===== config.mk =====
export PLATFORM = sky130hd
export DESIGN_NAME = ac_phase_edge_catcher
export DESIGN_NICKNAME = d
export VERILOG_FILES = /design/src/rtl/ac_pec_pkg.sv /design/src/rtl/ac_phase_edge_catcher.sv
export SDC_FILE = /design/constraint.sdc
export NUM_CORES = 1
export LEC_CHECK = 0
export BUFFER_PORTS_ARGS = -buffer_cell sky130_fd_sc_hd__buf_2
export CAP_MARGIN = 20
export CORE_MARGIN = 10
export CORE_UTILIZATION = 55
export CTS_BUF_LIST = sky130_fd_sc_hd__clkbuf_4
export CTS_CLUSTER_SIZE = 24
export DETAILED_ROUTE_END_ITERATION = 10
export PLACE_DENSITY = 0.76
export SYNTH_ARGS = -nofsm -noshare
export SYNTH_HDL_FRONTEND = slang
export SYNTH_SLANG_ARGS = --single-unit

===== constraint.sdc =====
create_clock -name clk -period 6.85 [get_ports clk]
set_clock_uncertainty 0.15 [all_clocks]
set_input_delay 0.3425 -clock clk [delete_from_list [all_inputs] [get_ports clk]]
set_output_delay 0.3425 -clock clk [all_outputs]
set_load 0.02 [all_outputs]

===== src/rtl/ac_pec_pkg.sv =====
// ----------------------------------------------------------------------------
// ac_pec_pkg
// Types, codes and helpers of the mains phase edge catcher.
// ----------------------------------------------------------------------------
package ac_pec_pkg;

  localparam int FILTER_TAPS = 5;
  localparam int COUNT_W     = $clog2(FILTER_TAPS + 1);
  localparam int CFG_IDX_W   = 3;

  localparam logic [7:0] SINCE_SAT = 8'd254;
  localparam logic [7:0] CNT_FULL  = 8'd255;

  localparam logic OP_TICK  = 1'b0;
  localparam logic OP_START = 1'b1;

  localparam logic [CFG_IDX_W-1:0] REG_EDGE_LEVEL   = 3'd0;
  localparam logic [CFG_IDX_W-1:0] REG_PULSE_TICKS  = 3'd1;
  localparam logic [CFG_IDX_W-1:0] REG_MIN_PERIOD   = 3'd2;
  localparam logic [CFG_IDX_W-1:0] REG_TIMEOUT      = 3'd3;
  localparam logic [CFG_IDX_W-1:0] REG_OFFSET_DELAY = 3'd4;

  localparam logic [1:0] STATUS_IDLE  = 2'd0;
  localparam logic [1:0] STATUS_CALIB = 2'd1;
  localparam logic [1:0] STATUS_READY = 2'd2;
  localparam logic [1:0] STATUS_ACERR = 2'd3;

  typedef enum logic [3:0] {
    MODE_IDLE  = 4'b0001,
    MODE_CALIB = 4'b0010,
    MODE_READY = 4'b0100,
    MODE_ACERR = 4'b1000
  } mode_t;

  typedef struct packed {
    logic                   operation;
    logic                   sample_bit;
    logic [FILTER_TAPS-1:0] start_samples;
  } req_t;

  typedef struct packed {
    logic       fire;
    logic [1:0] status;
    logic       filtered_level;
    logic [7:0] ticks_since_fire;
  } res_t;

  function automatic logic majority(input logic [FILTER_TAPS-1:0] h);
    logic [COUNT_W-1:0] n;
    n = '0;
    for (int i = 0; i < FILTER_TAPS; i++) begin
      n = n + COUNT_W'(h[i]);
    end
    return (n > COUNT_W'(FILTER_TAPS / 2));
  endfunction

  function automatic logic [1:0] status_of(input mode_t m);
    logic [1:0] s;
    unique case (m)
      MODE_IDLE:  s = STATUS_IDLE;
      MODE_CALIB: s = STATUS_CALIB;
      MODE_READY: s = STATUS_READY;
      MODE_ACERR: s = STATUS_ACERR;
      default:    s = STATUS_IDLE;
    endcase
    return s;
  endfunction

endpackage


===== src/rtl/ac_phase_edge_catcher.sv =====
// Throughput: one request per cycle; the request register advances whenever
// the result register is empty or being taken.
// Reset: synchronous, clears both registers and loads the state and the
// configuration registers with their idle defaults.
// ----------------------------------------------------------------------------
// ac_phase_edge_catcher
// Mains zero-cross detector with a five-tap majority filter, edge period
// checking, AC error tracking and delayed phase pulse generation.
// ----------------------------------------------------------------------------
module ac_phase_edge_catcher (
  input  logic                             clk,
  input  logic                             rst,
  input  logic                             req_valid,
  output logic                             req_ready,
  input  ac_pec_pkg::req_t                 req_data,
  output logic                             res_valid,
  input  logic                             res_ready,
  output ac_pec_pkg::res_t                 res_data,
  input  logic                             cfg_valid,
  output logic                             cfg_ready,
  input  logic [ac_pec_pkg::CFG_IDX_W-1:0] cfg_index,
  input  logic [7:0]                       cfg_data
);

  localparam int TAPS = ac_pec_pkg::FILTER_TAPS;

  logic       edge_level;
  logic [7:0] pulse_ticks;
  logic [7:0] min_period_ticks;
  logic [7:0] timeout_ticks;
  logic [7:0] offset_delay_ticks;

  logic             held_valid;
  ac_pec_pkg::req_t held;
  logic             advance;

  logic [TAPS-1:0]   history, history_next;
  logic              level, level_next;
  ac_pec_pkg::mode_t mode, mode_next;
  logic              in_stage, in_stage_next;
  logic [7:0]        run_ticks, run_ticks_next;
  logic [7:0]        since_fire, since_fire_next;
  logic [7:0]        error_count, error_count_next;
  logic [7:0]        ok_count, ok_count_next;
  logic [7:0]        delay_count, delay_count_next;
  logic              fire_next;
  logic [TAPS-1:0]   shifted;
  logic              lv;
  logic [7:0]        run_base;

  assign cfg_ready = 1'b1;
  assign advance   = held_valid && (!res_valid || res_ready);
  assign req_ready = !held_valid || advance;

  always_ff @(posedge clk) begin
    if (rst) begin
      edge_level         <= 1'b1;
      pulse_ticks        <= 8'd10;
      min_period_ticks   <= 8'd7;
      timeout_ticks      <= 8'd12;
      offset_delay_ticks <= 8'd0;
    end else if (cfg_valid) begin
      unique case (cfg_index)
        ac_pec_pkg::REG_EDGE_LEVEL:   edge_level         <= cfg_data[0];
        ac_pec_pkg::REG_PULSE_TICKS:  pulse_ticks        <= cfg_data;
        ac_pec_pkg::REG_MIN_PERIOD:   min_period_ticks   <= cfg_data;
        ac_pec_pkg::REG_TIMEOUT:      timeout_ticks      <= cfg_data;
        ac_pec_pkg::REG_OFFSET_DELAY: offset_delay_ticks <= cfg_data;
        default: ;
      endcase
    end
  end

  assign shifted = {history[TAPS-2:0], held.sample_bit};
  assign lv      = ac_pec_pkg::majority(shifted);

  always_comb begin
    history_next     = history;
    level_next       = level;
    mode_next        = mode;
    in_stage_next    = in_stage;
    run_ticks_next   = run_ticks;
    since_fire_next  = since_fire;
    error_count_next = error_count;
    ok_count_next    = ok_count;
    delay_count_next = delay_count;
    fire_next        = 1'b0;
    run_base         = run_ticks;
    if (held.operation == ac_pec_pkg::OP_START) begin
      history_next     = held.start_samples;
      level_next       = ac_pec_pkg::majority(held.start_samples);
      mode_next        = ac_pec_pkg::MODE_CALIB;
      since_fire_next  = ac_pec_pkg::SINCE_SAT;
      error_count_next = ac_pec_pkg::CNT_FULL;
      ok_count_next    = ac_pec_pkg::CNT_FULL;
    end else begin
      if (delay_count != 8'd0) begin
        delay_count_next = delay_count - 8'd1;
        if (delay_count == 8'd1) begin
          fire_next       = 1'b1;
          since_fire_next = ac_pec_pkg::CNT_FULL;
        end
      end
      if (since_fire_next != ac_pec_pkg::SINCE_SAT) begin
        since_fire_next = since_fire_next + 8'd1;
      end
      if (mode != ac_pec_pkg::MODE_IDLE) begin
        history_next = shifted;
        if (lv == level) begin
          if (in_stage) begin
            // stage end
            if (run_ticks == pulse_ticks - 8'd1) begin
              run_base      = ac_pec_pkg::CNT_FULL;
              in_stage_next = 1'b0;
              if (mode == ac_pec_pkg::MODE_READY) begin
                if (offset_delay_ticks == 8'd0) begin
                  since_fire_next = 8'd0;
                  fire_next       = 1'b1;
                end else begin
                  delay_count_next = offset_delay_ticks;
                end
              end
            end
          end else if (run_ticks >= timeout_ticks) begin
            run_base         = ac_pec_pkg::CNT_FULL;
            ok_count_next    = ac_pec_pkg::CNT_FULL;
            error_count_next = error_count - 8'd1;
            if (error_count == 8'd1) begin
              mode_next = ac_pec_pkg::MODE_ACERR;
            end
          end
          run_ticks_next = run_base + 8'd1;
        end else begin
          level_next = lv;
          if (lv == edge_level) begin
            in_stage_next  = 1'b1;
            run_ticks_next = 8'd0;
            if (mode == ac_pec_pkg::MODE_CALIB) begin
              mode_next = ac_pec_pkg::MODE_READY;
            end else if (run_ticks > min_period_ticks) begin
              error_count_next = ac_pec_pkg::CNT_FULL;
              if (mode == ac_pec_pkg::MODE_READY) begin
                if (offset_delay_ticks == 8'd0) begin
                  since_fire_next = 8'd0;
                  fire_next       = 1'b1;
                end else begin
                  delay_count_next = offset_delay_ticks;
                end
              end
              ok_count_next = ok_count - 8'd1;
              if (ok_count == 8'd1) begin
                mode_next = ac_pec_pkg::MODE_READY;
              end
            end else begin
              ok_count_next    = ac_pec_pkg::CNT_FULL;
              error_count_next = error_count - 8'd1;
              if (error_count == 8'd1) begin
                mode_next = ac_pec_pkg::MODE_ACERR;
              end
            end
          end
        end
      end
    end
  end

  always_ff @(posedge clk) begin
    if (rst) begin
      held_valid  <= 1'b0;
      res_valid   <= 1'b0;
      history     <= '0;
      level       <= 1'b0;
      mode        <= ac_pec_pkg::MODE_IDLE;
      in_stage    <= 1'b0;
      run_ticks   <= 8'd0;
      since_fire  <= ac_pec_pkg::SINCE_SAT;
      error_count <= ac_pec_pkg::CNT_FULL;
      ok_count    <= ac_pec_pkg::CNT_FULL;
      delay_count <= 8'd0;
    end else begin
      if (req_ready) begin
        held_valid <= req_valid;
      end
      if (advance) begin
        res_valid   <= 1'b1;
        history     <= history_next;
        level       <= level_next;
        mode        <= mode_next;
        in_stage    <= in_stage_next;
        run_ticks   <= run_ticks_next;
        since_fire  <= since_fire_next;
        error_count <= error_count_next;
        ok_count    <= ok_count_next;
        delay_count <= delay_count_next;
      end else if (res_ready) begin
        res_valid <= 1'b0;
      end
    end
  end

  always_ff @(posedge clk) begin
    if (req_valid && req_ready) begin
      held <= req_data;
    end
    if (advance) begin
      res_data.fire             <= fire_next;
      res_data.status           <= ac_pec_pkg::status_of(mode_next);
      res_data.filtered_level   <= level_next;
      res_data.ticks_since_fire <= since_fire_next;
    end
  end

endmodule


==> key figures <==
Synth
  • Synthesis-stage register bit count: 104
  • Yosys warnings: 0
  • Post-synth top flop: dfxtp_1
  • Top cells by area, synth: dfxtp_1 (29%), edfxtp_1 (9.6%), ha_1 (6.5%), nand2_1 (6.2%), a21oi_1 (4.4%)
  • Yosys top cell area share: 28.63%
  • Library cells used by synthesis: 74
  • Synthesized instance count: 717
  • Synth area leader: dfxtp_1
  • Mapped Nets: 775
  • Avg Inst Size Synth: 8.289 um2
  • Mapped cell area: 5943 um2
  • Post-synth EDFFs: 19
  • Register area share after synthesis: 38.23%
  • FFs w/ async S/R, synth: 0%

Critical path
  • Flop2flop setup slack: 2.40 ns
  • CP endpoint kind: register
  • Arr. time, crit path: 4.67 ns
  • Worst Path Required: 7.07 ns
  • Worst Setup Path Type: register to register
  • Crit-path max FO: 21
  • Crit start category: register

Clock network
  • Root Buffer: clkbuf_4
  • Reg clk slew, reported paths: 0.16 ns
  • Clock sink total: 104
  • Setup bufs post-CTS: 0
  • CTS Hold Bufs: 13
  • Clk_lat worst skew: 0.47 ns
  • Max H-tree Level: 3
  • Max Root-Sink Buffers: 2
  • # resized after CTS: 0
  • CTS Buf Count: 9
  • CTS tree: built

Timing
  • Fin. Hold Viols: 0
  • RSZ-0062 raised after global routing: no
  • Final min period: 4.447 ns
  • Fmax: 224.9 MHz
  • # setup viols final: 0
  • Sum Neg Setup Slack: 0 ns
  • Slew Limit Fails: 0
  • Tcrit/Tclk final: 64.92%
  • Slew headroom: 36.73%
  • Slew @ Worst Pin: 0.9455 ns

Routing
  • Detailed Route WL: 14160 um
  • Vias: 5272
  • Drt initial violations: 376
  • Routed wire per std cell: 15.88 um
  • # DRC: 0
  • Post-DRT Antenna Nets: 0
  • Via density per instance: 5.910
  • 1st-pass router iterations: 5

Place
  • Port Buf Inserts: 36
  • Placed cells: 863
  • HPWL Detailed: 10140 um
  • Routability cong.: 0.8967

Cells and area
  • Fillers: 920
  • Antenna diodes: 0
  • Layout area overhead: 9.305%
  • Layout cells sized above 1: 9.127%
  • Nets: 809
  • Post-Route Utilization: 62.37%
  • Final cell count without fillers: 892

GRT
  • Largest net degree at the start of global routing: 79
  • Grt ovf: 0
  • Wire length of the first global-routing pass: 23820 um
  • Initial antenna violation count: 0
  • GRT Util Overall: 18.97%
  • Vias in the first global route: 5063

Floorplanning
  • Die extent in x: 124.0 um
  • Cell Rows: 37
  • Die H: 124.0 um
  • Top-level port count: 38
  • Initial core utilization: 57.06%
  • Area of the core: 10420 um2
  • Die ar.: 15360 um2

Power and ir drop
  • P_int: 0.8532 mW
  • PwrDens: 182.0 nW/um2
  • Combinational share of power: 13.5%
  • Tot Pwr: 1.182 mW
  • VDD IR max: 103.0 uV
  • Reg power frac: 55.4%
  • Clock power frac: 31.1%
  • Static Leak: 2.469 nW
  • Switching share of power: 27.84%
  • P_sw: 0.3292 mW

Worst hold path
  • Hold Path Class: input pin to register

Run
  • Max-Cap Viols: 0

Outcome
  • Outcome: completed
[cells in the final DEF (no fill, tap or decap), types with 4 or more instances in the layout]
master	n
a211o_1	7
a211oi_1	8
a21o_1	11
a21oi_1	52
a311o_1	4
a31oi_1	7
and2_1	5
and3_1	15
buf_2	36
clkbuf_4	9
dfxtp_1	85
dlygate4sd3_1	13
edfxtp_1	19
fa_1	4
ha_1	31
inv_1	47
mux2i_1	11
nand2_1	98
nand2b_1	14
nand3_1	25
nand3b_1	8
nand4_1	5
nor2_1	63
nor2b_1	6
nor3_1	16
nor4_1	7
o21a_1	6
o21ai_0	34
o21bai_1	4
o31ai_1	6
or2_1	4
or3_1	4
xnor2_1	12
xor2_1	9
[per-layer routing]
metal | track usage, % | up-vias | part of all wire [%]
li1 | - | 2598 | -
met1 | 23.88 | 2488 | 45
met2 | 31.42 | 166 | 48
met3 | 3.032 | 20 | 5.1
met4 | 8.489 | 0 | 2.1
met5 | 0 | - | 0
[final timing paths]
kind,start,to,cells past startpoint
setup / recovery,held[5],error_count[5],13
hold / removal,cfg_data[3],offset_delay_ticks[3],3
setup reg to reg,held[5],error_count[5],13
hold reg to reg,timeout_ticks[5],timeout_ticks[5],2
[power by group through the flow]
stage	clock network, mW	logic (mW)	registers (mW)
3_5_place_dp	0	0.151	0.668
5_1_grt	0.403	0.178	0.658
3_3_place_gp	0	0.145	0.667
4_1_cts	0.375	0.158	0.655
6_report	0.368	0.159	0.655
2_1_floorplan	0	0.112	0.664
[worst max-delay path, cell delays in order, from the launching register on]
cell and delay [ns]:
edfxtp_1 0.39, inv_1 0.06, fa_1 0.49, fa_1 0.40, ha_1 0.29, and3b_1 0.17
or2_2 0.34, o21ai_0 0.54, o41ai_1 0.21, a311oi_2 0.30, buf_4 0.27, and2_0 0.34
nand2_1 0.09, a211o_1 0.30
[layout make-up]
class | count | area, um2 | area share [%]
Timing Repair Buffer | 52 | 332.8 | 5.123
Clock buffer | 9 | 67.56 | 1.040
Tap cell | 136 | 170.2 | 2.619
Clock inverter | 7 | 100.1 | 1.541
Inverter | 48 | 180.2 | 2.774
Sequential cell | 104 | 2272 | 34.98
Multi-Input combinational cell | 536 | 3373 | 51.93
[state kept, by name, indices dropped and copies added (netlist names)]
signal and flops:
run_ticks 8, pulse_ticks 8, min_period_ticks 8, since_fire 8, history 4, level 1, held 7, edge_level 1
res_data 12, offset_delay_ticks 8, in_stage 1, held_valid 1, timeout_ticks 8, res_valid 1, ok_count 8, error_count 8
delay_count 8, mode 4
[cell usage after synthesis (3+ instances only)]
master / instances
a21o_1: 11
or2_2: 3
o31ai_1: 6
nand3_1: 25
a21oi_1: 52
nand3b_1: 8
inv_1: 47
xor2_1: 9
fa_1: 4
nand2_1: 98
a211oi_1: 8
nor2b_1: 6
nor3b_1: 3
xnor2_1: 12
or4_1: 3
mux2i_1: 11
a211o_1: 7
o21bai_1: 4
clkbuf_1: 20
edfxtp_1: 19
a31oi_1: 7
o21a_1: 6
and2_1: 5
a311o_1: 4
ha_1: 31
and3_1: 15
nor3_1: 16
nand4_1: 5
or2_1: 4
a221oi_1: 3
nand2b_1: 14
o21ai_1: 3
or3_1: 4
nor4_1: 7
o22ai_1: 3
o21ai_0: 34
buf_1: 6
dfxtp_1: 85
nor2_1: 63
[kinds of logic after synthesis]
kind of cell    after synthesis  share of synthesized area (%)
fa+ha+maj                    35                          7.874
xor+xnor                     21                          3.095
compound gates              178                          20.08
buf+inv                      77                          5.116
other cells                   1                        0.06310
flops                       104                          38.23
mux                          12                          2.042
simple gates                289                          23.49
[per-stage QoR]
step	cell area, um2	hold WS [ns]	setup WS [ns]
2_1_floorplan	5943	0.2863	2.934
3_3_place_gp	6198	0.2984	2.659
3_5_place_dp	6198	0.2983	2.495
4_1_cts	6496	0.006453	2.462
5_1_grt	6496	0.005838	2.144
6_report	6496	0.03266	2.403
Power figures use the tool's default switching activity.
